## src/rtl/sip_pkg.sv

```systemverilog
// ----------------------------------------------------------------------------
// sip_pkg
// shared widths, word types and the divider lane word for the segment pair
// intersection pipeline
// ----------------------------------------------------------------------------
package sip_pkg;

  localparam int FIELD_W = 32;
  localparam int COORD_W = 32;
  // coordinate bits actually used from each field
  localparam int IN_W    = (COORD_W < FIELD_W) ? COORD_W : FIELD_W;
  localparam int DIFF_W  = IN_W + 1;
  localparam int PROD_W  = 2 * DIFF_W;
  localparam int SGN_W   = PROD_W + 1;
  // magnitude of a normalized cross product
  localparam int MAG_W   = 2 * IN_W + 1;
  localparam int CHUNK_W = (MAG_W + 2) / 3;
  localparam int PAD_W   = 3 * CHUNK_W;
  localparam int PP_W    = CHUNK_W + IN_W;
  localparam int NUM_W   = MAG_W + IN_W;
  localparam int BASE_W  = IN_W + 2;
  // front stages, one stage per quotient bit, round stage, output register
  localparam int FRONT_N = 6;
  localparam int NSTG    = FRONT_N + IN_W + 2;

  typedef struct packed {
    logic [FIELD_W-1:0] first_start_x;
    logic [FIELD_W-1:0] first_start_y;
    logic [FIELD_W-1:0] first_end_x;
    logic [FIELD_W-1:0] first_end_y;
    logic [FIELD_W-1:0] second_start_x;
    logic [FIELD_W-1:0] second_start_y;
    logic [FIELD_W-1:0] second_end_x;
    logic [FIELD_W-1:0] second_end_y;
  } in_word_t;

  typedef struct packed {
    logic               hit;
    logic [FIELD_W-1:0] cross_x;
    logic [FIELD_W-1:0] cross_y;
  } out_word_t;

  typedef struct packed {
    logic                   hit;
    logic [MAG_W-1:0]       den;
    logic [NUM_W-1:0]       rem_x;
    logic [NUM_W-1:0]       rem_y;
    logic [IN_W-1:0]        quo_x;
    logic [IN_W-1:0]        quo_y;
    logic                   neg_x;
    logic                   neg_y;
    logic signed [IN_W-1:0] x1;
    logic signed [IN_W-1:0] y1;
  } div_t;

  function automatic logic signed [IN_W-1:0] coord(input logic [FIELD_W-1:0] f);
    coord = $signed(f[IN_W-1:0]);
  endfunction

  function automatic logic signed [DIFF_W-1:0] diff(input logic signed [IN_W-1:0] a,
                                                    input logic signed [IN_W-1:0] b);
    diff = DIFF_W'(a) - DIFF_W'(b);
  endfunction

endpackage

```

## src/rtl/sip_div_step.sv

```systemverilog
// ----------------------------------------------------------------------------
// sip_div_step
// one restoring division step for both lanes, registered
// ----------------------------------------------------------------------------
module sip_div_step (
  input  logic         clk_i,
  input  logic         en_i,
  input  sip_pkg::div_t data_i,
  output sip_pkg::div_t data_o
);
  import sip_pkg::*;

  logic [MAG_W:0]   hi_x, hi_y, dx_w, dy_w, den_e;
  logic             ge_x, ge_y;
  logic [MAG_W-1:0] hn_x, hn_y;
  div_t             data_d, data_q;

  always_comb begin
    den_e  = {1'b0, data_i.den};
    hi_x   = data_i.rem_x[NUM_W-1:IN_W-1];
    hi_y   = data_i.rem_y[NUM_W-1:IN_W-1];
    ge_x   = hi_x >= den_e;
    ge_y   = hi_y >= den_e;
    dx_w   = hi_x - den_e;
    dy_w   = hi_y - den_e;
    hn_x   = ge_x ? dx_w[MAG_W-1:0] : hi_x[MAG_W-1:0];
    hn_y   = ge_y ? dy_w[MAG_W-1:0] : hi_y[MAG_W-1:0];
    data_d = data_i;
    data_d.rem_x = {hn_x, data_i.rem_x[IN_W-2:0], 1'b0};
    data_d.rem_y = {hn_y, data_i.rem_y[IN_W-2:0], 1'b0};
    data_d.quo_x = {data_i.quo_x[IN_W-2:0], ge_x};
    data_d.quo_y = {data_i.quo_y[IN_W-2:0], ge_y};
  end

  always_ff @(posedge clk_i) begin
    if (en_i) begin
      data_q <= data_d;
    end
  end

  assign data_o = data_q;

endmodule
```

## config.mk

```make
export PLATFORM = sky130hd
export DESIGN_NAME = sip_div_step
export DESIGN_NICKNAME = d
export VERILOG_FILES = /design/src/rtl/sip_pkg.sv /design/src/rtl/sip_div_step.sv
export SDC_FILE = /design/constraint.sdc
export NUM_CORES = 1
export LEC_CHECK = 0
export ABC_AREA = 0
export ABC_CLOCK_PERIOD_IN_PS = 6660
export BUFFER_PORTS_ARGS = -buffer_cell sky130_fd_sc_hd__buf_2
export CAP_MARGIN = 20
export CORE_AREA = 4 4 305 307
export CTS_BUF_LIST = sky130_fd_sc_hd__clkbuf_4 sky130_fd_sc_hd__clkbuf_8
export CTS_CLUSTER_SIZE = 8
export DETAILED_ROUTE_END_ITERATION = 10
export DIE_AREA = 0 0 309 311
export GPL_ROUTABILITY_DRIVEN = 0
export HOLD_SLACK_MARGIN = 0.08
export PLACE_DENSITY = 0.42
export SYNTH_ARGS = -nofsm -noshare
export SYNTH_HDL_FRONTEND = slang
export SYNTH_SLANG_ARGS = --single-unit
```

## constraint.sdc

```tcl
create_clock -name clk_i -period 6.66 [get_ports clk_i]
set_input_delay 0.666 -clock clk_i [delete_from_list [all_inputs] [get_ports clk_i]]
set_output_delay 0.666 -clock clk_i [all_outputs]
set_load 0.05 [all_outputs]
```

==> impl_metrics.csv, run 1 <==
group,metric,value,unit
outcome,status,"complete, no violations",
critical_path,path_delay_family,"compound AO/OA/AOI/OAI gates",
cts,cts_buffer_depth,3,
floorplanning,rows,110,
sta,setup_viol,0,
synthesis,synthesis.area,21900,um2
global_route,grt_max_degree,150,
drt,drc,0,
critical_path,cp_max_fo,95,
floorplanning,initial_core_util,24.4,%
finish,largest_register_ffs,388,
global_route,grt_pass1_wl,142,mm
min_path,worst_hold_startpoint,"data_i[102]",
finish,area_delta_synth_final,38.9,%
finish,drive_above_1_share,33.7,%
cts,cts.clk_slew.worst_paths,0.06,ns
drt,drt_iter0_drc,1385,
sta,fin_crit_sh,69.1,%
place,post_dp_cell_area,26900,um2
synthesis,ys_types,91,
synthesis,yosys.area.top_type,"edfxtp_1",
critical_path,critPathRequiredTime,7.06,ns
cts,cts_made_buffers,77,
sta,slew_headroom,33.6,%
synthesis,synth-edff-count,388,
drt,drtAntennaViolNets,0,
min_path,min_path_cells,1,
flow_run,drv_cap,0,
power_and_ir_drop,leakagePower,13.1,nW
synthesis,yosys-top-cells-count,"edfxtp_1, a21oi_1, ha_1",
power_and_ir_drop,vdd_drop_max,0.116,mV
synthesis,synth_top_area_share,53.1,%
floorplanning,core_area,90000,um2
power_and_ir_drop,power.density,273,nW/um2
cts,cts_tree,"built",
drt,viasPerCell,4.79,
drt,vias,19700,
synthesis,synth_warnings,0,
critical_path,crit_top_cell,"o21ai_1",
sta,hold_viol_final,0,
critical_path,cp_slowest_stage_delay,0.57,ns
synthesis,avgSynthCellArea,11.5,um2
synthesis,synthArstFlopShare,0,%
critical_path,worst-path-buf-inv,6,
sta,max_freq,217,MHz
place,placed_cells,3781,
min_path,hold_path_class,"primary input to flip-flop",
place,dp_hpwl,82.3,mm
floorplanning,die_height,311,um
drt,dr.pass1.iters,5,
finish,final_nets,3410,
critical_path,cp_cell_sequence,"dlygate4sd3_1 > buf_2 > inv_1 > ha_1 > a21o_1 > a211oi_1 > nor3_1 > o21ai_1 > a211oi_2 > o21ai_1 > and3_1 > buf_4 > inv_2 > buf_12 > mux2_1",
floorplanning,ios,782,
sta,rsz0062_at_grt,"false",
critical_path,worstSetupPathType,"primary input to flip-flop",
sta,worst_slew_pin_slew,0.988,ns
synthesis,synth_ff_type,"edfxtp_1",
floorplanning,die_width,309,um
sta,post-route-min-period,4.60,ns
finish,design_area,30500,um2
synthesis,yosysSeqAreaShare,53.1,%
synthesis,synth_area_leaders,"edfxtp_1, ha_1, a21oi_1",
drt,routed_wl,102,mm
cts,postCtsSetupRepairBufs,0,
critical_path,cp.arrival,5.00,ns
synthesis,syn_inst,1905,
cts,h-tree-depth,3,
finish,final_cell_count_no_fill,4121,
sta,timing.final.max_slew_violations,0,
cts,cts_sinks,388,
critical_path,crit_path_start_kind,"primary input",
global_route,antenna_found_initial,13,
global_route,grt_pass1_vias,20300,
place,portBuffers,777,
critical_path,cp_slowest_cell,"o21ai_1",
floorplanning,die_area,96100,um2
min_path,min_to,"data_o[103]",
sta,finalSetupTns,0,ns
global_route,grt_overflow,0,
global_route,grtUsageTotal,20.2,%
synthesis,synth.most_common_cell,"edfxtp_1",
drt,route.detailed.wl_per_inst,24.7,um
critical_path,end_kind,"flip-flop",
cts,clockRootBuffer,"clkbuf_8",
synthesis,ys_ff_latch,388,
through the flow:
stage | total power, mW | hold WS (ns) | util, % | setup WS, ns
2_1_floorplan | 4.93 | 0.765 | - | 3.11
3_3_place_gp | 5.76 | 0.844 | 29.9 | 1.74
3_5_place_dp | 5.76 | 0.844 | 29.9 | 1.75
4_1_cts | 8.47 | 0.0804 | 33.9 | 2.15
5_1_grt | 8.73 | 0.113 | 33.9 | 1.96
6_report | 8.34 | 0.177 | 33.9 | 2.06
cells in the final DEF, fill, tap and decap left out, types with 10 or more instances in the layout:
cell type and count:
o21ai_1 12, nor2b_1 14, dlygate4sd3_1 202, nand3_1 46, nor2_1 128, o21a_1 15, xnor2_1 70, inv_1 100
a21oi_1 196, a211oi_1 13, a31oi_1 13, a21boi_0 10, ha_1 130, o21ai_0 82, edfxtp_1 388, buf_2 776
a221oi_1 10, and3_1 13, a21o_1 77, clkbuf_8 77, clkinv_1 17, mux2_4 49, nand4_1 49, nand2_1 126
xor2_1 35, nor3_1 34, o21bai_1 28, clkbuf_4 19, o31ai_1 20
repair_timing:
action,4_1_cts,5_1_grt
hold buffers,202,0
hold endpoints to repair,202,0
resized for setup,0,0
per-layer routing:
layer  global-route usage (%)  routed length [um]
met1                     23.5               40200
met2                     36.8               51800
met3                     4.06                6320
met4                     6.94                3270
met5                        0                  53
power breakdown:
part | internal [mW] | switching, mW
Sequential | 3.01 | 0.0797
Clock | 1.39 | 1.14
Combinational | 0.801 | 1.92
worst max-delay path by stage:
| stage | end | cells past startpoint | from | slack (ns) |
|---|---|---|---|---|
| 2_1_floorplan | data_o[165] | 16 | data_i[161] | 3.11 |
| 3_3_place_gp | data_o[176] | 15 | data_i[324] | 1.74 |
| 3_5_place_dp | data_o[176] | 15 | data_i[324] | 1.75 |
| 4_1_cts | data_o[176] | 15 | data_i[326] | 2.15 |
| 5_1_grt | data_o[308] | 15 | data_i[334] | 1.96 |
| 6_report | data_o[308] | 15 | data_i[326] | 2.06 |
layout make-up:
type / instances / area, um2
Clock buffer: 96 / 1200
Tap cell: 1176 / 1470
Antenna cell: 6 / 15.0
Timing Repair Buffer: 987 / 6020
Fill cell: 9357 / 59500
Clock inverter: 36 / 339
Multi-Input combinational cell: 1330 / 9400
Sequential cell: 388 / 11700
Inverter: 102 / 395
cells by family (layout without fill, tap and decap cells):
| logic type | count (synthesis) | after routing | synth area share (%) |
|---|---|---|---|
| DFF | 388 | 388 | 53.1 |
| xor gates and xnor gates | 105 | 105 | 4.19 |
| and+or+nand+nor | 477 | 477 | 10.5 |
| adders and majority gates | 132 | 132 | 7.59 |
| buffers and inverters | 188 | 1221 | 4.12 |
| muxes | 63 | 63 | 4.07 |
| other | 1 | 8 | 0.0171 |
| AOI/OAI and AO/OA | 551 | 551 | 16.4 |
No activity file was read; power rests on OpenSTA's default activity.
==> inputs of run 2 (changes only) <==
==> config.mk (replaced) <==
export PLATFORM = sky130hd
export DESIGN_NAME = sip_div_step
export DESIGN_NICKNAME = d
export VERILOG_FILES = /design/src/rtl/sip_pkg.sv /design/src/rtl/sip_div_step.sv
export SDC_FILE = /design/constraint.sdc
export NUM_CORES = 1
export LEC_CHECK = 0
export ABC_AREA = 1
export ABC_CLOCK_PERIOD_IN_PS = 4700
export BUFFER_PORTS_ARGS = -buffer_cell sky130_fd_sc_hd__buf_2
export CAP_MARGIN = 20
export CORE_AREA = 4 4 301 303
export CTS_BUF_LIST = sky130_fd_sc_hd__clkbuf_4 sky130_fd_sc_hd__clkbuf_8
export CTS_CLUSTER_SIZE = 8
export DETAILED_ROUTE_END_ITERATION = 10
export DIE_AREA = 0 0 305 307
export GPL_ROUTABILITY_DRIVEN = 0
export HOLD_SLACK_MARGIN = 0.08
export PLACE_DENSITY = 0.48
export SYNTH_ARGS = -nofsm -noshare
export SYNTH_HDL_FRONTEND = slang
export SYNTH_SLANG_ARGS = --single-unit
==> constraint.sdc (replaced) <==
create_clock -name clk_i -period 4.7 [get_ports clk_i]
set_input_delay 0.47 -clock clk_i [delete_from_list [all_inputs] [get_ports clk_i]]
set_output_delay 0.47 -clock clk_i [all_outputs]
set_load 0.05 [all_outputs]
==> impl_metrics.csv, run 2 <==
group,metric,value,unit
drt,wl_met3,7.41,mm
cts,cts_tree,"built",
synthesis,synth_ff_type,"edfxtp_1",
synthesis,synth.most_common_cell,"nand2_1",
synthesis,avgSynthCellArea,7.39,um2
cts,cts_made_buffers,77,
cts,cts_sinks,388,
critical_path,crit_top_cell,"nand2_1",
drt,wl_met1,49.7,mm
place,place_ws,1.32,ns
sta,max_freq,304,MHz
sta,slew_headroom,48.1,%
sta,setup_viol,0,
sta,worst_slew_pin_slew,0.779,ns
finish,design_area,36400,um2
floorplanning,die_area,93600,um2
cts,cts_buffer_depth,3,
critical_path,crit_path_start_kind,"primary input",
critical_path,crit_start,"data_i[356]",
synthesis,synth_warnings,0,
global_route,grt_pass1_wl,177,mm
critical_path,cp.arrival,3.85,ns
global_route,grt_max_degree,106,
place,dp_hpwl,104,mm
synthesis,synth-edff-count,388,
synthesis,yosysSeqAreaShare,44.7,%
sta,post-route-min-period,3.29,ns
drt,routed_wl,125,mm
critical_path,cp_slowest_cell,"dlygate4sd3_1",
power_and_ir_drop,vdd_drop_max,0.212,mV
drt,drc,0,
drt,dr.pass1.iters,5,
drt,topRoutingLayerUsed,"met5",
finish,final_nets,5232,
sta,timing.final.max_slew_violations,0,
finish,largest_register_ffs,388,
global_route,grt_pass1_vias,26500,
drt,vias,26800,
sta,rsz0062_at_grt,"false",
sta,fin_crit_sh,70.0,%
synthesis,synth_top_area_share,44.7,%
place,post_dp_cell_area,31200,um2
drt,viasPerCell,4.50,
critical_path,worst-path-buf-inv,5,
drt,route.detailed.wl_per_inst,21.0,um
place,portBuffers,777,
synthesis,syn_inst,3531,
sta,hold_viol_final,0,
critical_path,timing.critical_path.to,"data_o[195]",
power_and_ir_drop,leakagePower,19.3,nW
global_route,grt_overflow,0,
critical_path,cp_cell_sequence,"dlygate4sd3_1 > buf_2 > inv_1 > ha_1 > nand2_1 > nor2_1 > nand2_1 > inv_1 > nand2_1 > nand2_1 > inv_2 > nand2_1 > nand2_2 > nand2_4 > nand3_1 > nand2_1",
drt,drtAntennaViolNets,0,
finish,post-route-util,41.3,%
critical_path,cp_max_fo,37,
floorplanning,ios,782,
critical_path,critPathRequiredTime,5.26,ns
finish,final_common_cell,"nand2_1",
floorplanning,rows,109,
critical_path,end_kind,"flip-flop",
synthesis,yosys.area.top_type,"edfxtp_1",
min_path,hold_path_class,"primary input to flip-flop",
synthesis,yosys-top-cells-count,"nand2_1, inv_1, edfxtp_1",
cts,postCtsSetupRepairBufs,0,
cts,holdBufCountCts,352,
synthesis,ys_types,35,
cts,cts.clk_slew.worst_paths,0.06,ns
cts,h-tree-depth,3,
sta,fin_ws,1.41,ns
floorplanning,initial_core_util,29.7,%
critical_path,crit_cells,16,
synthesis,ys_ff_latch,388,
sta,finalSetupTns,0,ns
outcome,status,"complete, no violations",
global_route,antenna_found_initial,24,
finish,final_cell_mix,"nand2_1, buf_2, inv_1",
cts,cts_resized,0,
critical_path,path_delay_family,"simple AND/OR/NAND/NOR gates",
synthesis,synthArstFlopShare,0,%
floorplanning,core_area,88000,um2
critical_path,cp_slowest_stage_delay,0.58,ns
cts,clockRootBuffer,"clkbuf_8",
critical_path,worstSetupPathType,"primary input to flip-flop",
floorplanning,die_width,305,um
sta,fin_hold_ws,0.151,ns
finish,area_delta_synth_final,39.4,%
drt,dr_wl_met2,62.2,mm
synthesis,synth_area_leaders,"edfxtp_1, nand2_1, inv_1",
power_and_ir_drop,power.density,338,nW/um2
drt,drt_iter0_drc,1888,
flow_run,drv_cap,0,
floorplanning,die_height,307,um
global_route,grtUsageTotal,25.8,%
synthesis,synthesis.area,26100,um2
finish,drive_above_1_share,20.7,%
==> run 2: per-layer routing <==
layer  GRT usage (%)  vias up
li1                -    13400
met1            30.0    12300
met5               0        -
met3            4.77      197
met2            46.6      898
met4            11.1       22
==> run 2: final cells by class <==
| class | count | area (um2) |
|---|---|---|
| fillers | 9330 | 51600 |
| flip-flops and latches | 388 | 11700 |
| multi-input cells | 2357 | 11200 |
| repair buffers | 1141 | 7570 |
| inverters | 743 | 2790 |
| well taps | 1165 | 1460 |
| clock buffers | 94 | 1190 |
| clock inverters | 47 | 424 |
| diodes | 11 | 27.5 |
==> run 2: power by group <==
part           internal [mW]  total, mW  leakage, nW  switching [mW]
Combinational           1.12       4.23         14.6            3.11
Sequential              4.25       4.36         3.79           0.110
Clock                   2.03       3.68        0.823            1.65
==> run 2: cell families after synthesis <==
logic type                 count (synthesis)  share of synthesized area (%)
and+or+nand+nor                         2057                           32.5
other                                      1                         0.0144
DFF                                      388                           44.7
adders and majority gates                132                           6.39
AOI/OAI and AO/OA                        106                           2.09
buffers and inverters                    787                           12.3
xor gates and xnor gates                  60                           2.01
==> run 2: worst min path at each step <==
stage | start | to | cells past startpoint
2_1_floorplan | data_i[0] | data_o[0] | 0
6_report | data_i[219] | data_o[220] | 3
3_5_place_dp | data_i[43] | data_o[43] | 1
4_1_cts | data_i[194] | data_o[195] | 3
3_3_place_gp | data_i[124] | data_o[125] | 1
5_1_grt | data_i[353] | data_o[353] | 1
==> run 2: per-stage QoR <==
step	power [mW]	instances
detailed placement	8.42	5442
floorplan	7.06	3532
global placement	8.41	5442
global route	12.9	5944
finish	12.3	5946
CTS	12.4	5935
==> run 2: tightest hold or removal path: stages <==
cell and delay (ns):
buf_2 0.13, nand3_1 0.08, nand2_1 0.06
==> inputs of run 3 (changes only) <==
--- a/config.mk
+++ b/config.mk
@@ -6,7 +6,7 @@
 export NUM_CORES = 1
 export LEC_CHECK = 0
 export ABC_AREA = 1
-export ABC_CLOCK_PERIOD_IN_PS = 4700
+export ABC_CLOCK_PERIOD_IN_PS = 3400
 export BUFFER_PORTS_ARGS = -buffer_cell sky130_fd_sc_hd__buf_2
 export CAP_MARGIN = 20
 export CORE_AREA = 4 4 301 303
==> constraint.sdc (replaced) <==
create_clock -name clk_i -period 3.4 [get_ports clk_i]
set_input_delay 0.34 -clock clk_i [delete_from_list [all_inputs] [get_ports clk_i]]
set_output_delay 0.34 -clock clk_i [all_outputs]
set_load 0.05 [all_outputs]
==> impl_metrics.csv, run 3 (synthesized netlist as in run 2, its figures left out) <==
group,metric,value,unit
cts,cts_sinks,388,
outcome,status,"complete, no violations",
cts,cts_made_buffers,75,
critical_path,worstSetupPathType,"primary input to flip-flop",
global_route,antenna_found_initial,17,
finish,final_cell_mix,"nand2_1, buf_2, inv_1",
global_route,grt_pass1_wl,181,mm
sta,post-route-min-period,2.94,ns
cts,cts_buffer_depth,3,
power_and_ir_drop,power_frac_clock,28.8,%
finish,largest_register_ffs,388,
floorplanning,die_area,93600,um2
sta,slew_headroom,49.5,%
cts,cts_resized,0,
global_route,grt_max_degree,71,
finish,drive_above_1_share,20.8,%
drt,dr.pass1.iters,6,
global_route,grtUsageTotal,26.3,%
cts,cts.clk_slew.worst_paths,0.06,ns
power_and_ir_drop,sw_frac_of_total,39.7,%
power_and_ir_drop,comb_power_share,35.3,%
sta,max_freq,340,MHz
power_and_ir_drop,vdd_drop_max,0.292,mV
drt,route.detailed.wl_per_inst,21.2,um
critical_path,cp_max_fo,18,
critical_path,crit_top_cell,"nand2_1",
floorplanning,die_height,307,um
finish,post-route-util,41.9,%
critical_path,critPathRequiredTime,3.98,ns
global_route,grt_overflow,0,
floorplanning,die_width,305,um
place,placed_cells,5467,
floorplanning,initial_core_util,29.7,%
cts,h-tree-depth,3,
drt,viasPerCell,4.54,
sta,finalSetupTns,0,ns
critical_path,cp.arrival,3.51,ns
critical_path,cp_cell_sequence,"dlygate4sd3_1 > buf_2 > inv_1 > ha_1 > nand2_1 > nor2_1 > inv_2 > nor2_4 > nand2_1 > nor2_1 > nand3_1 > nand2_1 > nor2_4 > nand2_4 > buf_4 > nand3_1 > nand2_1",
power_and_ir_drop,internal_power,10.2,mW
finish,final_cell_count_no_fill,5985,
cts,clockRootBuffer,"clkbuf_8",
drt,drc,0,
critical_path,cp_slowest_cell,"dlygate4sd3_1",
sta,setup_viol,0,
sta,fin_hold_ws,0.131,ns
critical_path,cp_slowest_stage_delay,0.62,ns
sta,worst_slew_pin_slew,0.757,ns
floorplanning,ios,782,
finish,area_delta_synth_final,41.2,%
finish,num-fill-cells,9212,
drt,routed_wl,127,mm
min_path,hold_path_class,"primary input to flip-flop",
power_and_ir_drop,seqPwrFrac,35.9,%
floorplanning,rows,109,
cts,cts_tree,"built",
global_route,grt_pass1_vias,27400,
floorplanning,core_area,88000,um2
drt,drtAntennaViolNets,0,
sta,timing.final.max_slew_violations,0,
critical_path,crit_path_start_kind,"primary input",
drt,drt_iter0_drc,1929,
finish,final_common_cell,"nand2_1",
sta,rsz0062_at_grt,"false",
sta,fin_crit_sh,86.4,%
sta,hold_viol_final,0,
power_and_ir_drop,power.density,457,nW/um2
critical_path,end_kind,"flip-flop",
place,portBuffers,777,
flow_run,drv_cap,0,
place,dp_hpwl,106,mm
finish,final_nets,5289,
power_and_ir_drop,leakagePower,19.5,nW
power_and_ir_drop,power_switching,6.68,mW
drt,vias,27200,
run 3: changes by cell type in the layout (fill, tap and decap cells not counted):
cell / before / now
clkbuf_8: 77 / 75
buf_4: 7 / 27
clkinv_2: 10 / 6
inv_6: 2 / 1
clkbuf_4: 17 / 18
bufinv_16: 6 / 5
dlygate4sd3_1: 352 / 386
diode_2: 11 / 6
buf_12: 5 / 10
clkinvlp_4: 6 / 2
clkinv_8: 2 / 3
clkinv_1: 20 / 15
run 3: power by group through the flow:
| stage | Combinational, mW | Clock (mW) | Sequential, mW |
|---|---|---|---|
| final | 5.94 | 4.86 | 6.04 |
| after global placement | 5.56 | 0 | 6.13 |
| after CTS | 5.97 | 5.02 | 6.05 |
| after detailed placement | 5.57 | 0 | 6.13 |
| after floorplan | 1.91 | 0 | 7.86 |
| after global routing | 6.38 | 5.25 | 6.08 |
run 3: layer usage:
metal,vias to the layer above,part of all wire (%),global-route usage (%)
met1,12500,39,30.5
li1,13500,-,-
met3,216,6.3,5.08
met2,940,50,47.6
met4,18,4.4,11.2
met5,-,0.081,0
run 3: worst paths after layout:
| kind | from | to | slack, ns | depth (start not counted) |
|---|---|---|---|---|
| worst min-delay path | data_i[290] | data_o[291] | 0.13 | 3 |
| worst max-delay path | data_i[353] | data_o[203] | 0.46 | 17 |
run 3: layout make-up:
cell class              count  area, um2  share of cell area, %
clock inverters            33        333                  0.904
diodes                      6       15.0                 0.0408
clock buffers              93       1170                   3.17
multi-input cells        2357      11200                   30.5
repair buffers           1200       8170                   22.2
flip-flops and latches    388      11700                   31.6
inverters                 743       2790                   7.57
well taps                1165       1460                   3.96
run 3: per-stage QoR:
stage               area, um2  worst slack [ns]  power, mW
floorplan               26100              1.20       9.76
detailed placement      31400             0.405       11.7
global route            36800             0.310       17.7
CTS                     36800             0.568       17.0
global placement        31400             0.405       11.7
finish                  36800             0.462       16.8
run 3: critical path, delay by kind of cell:
kind          cells  cell delay (ns)
buf+inv           5             1.30
fa+ha+maj         1             0.37
simple gates     11             1.46
run 3: repair_timing:
item | CTS | global route
hold buffers | 386 | 0
buffers inserted | 0 | 0
hold endpoints to repair | 389 | 0
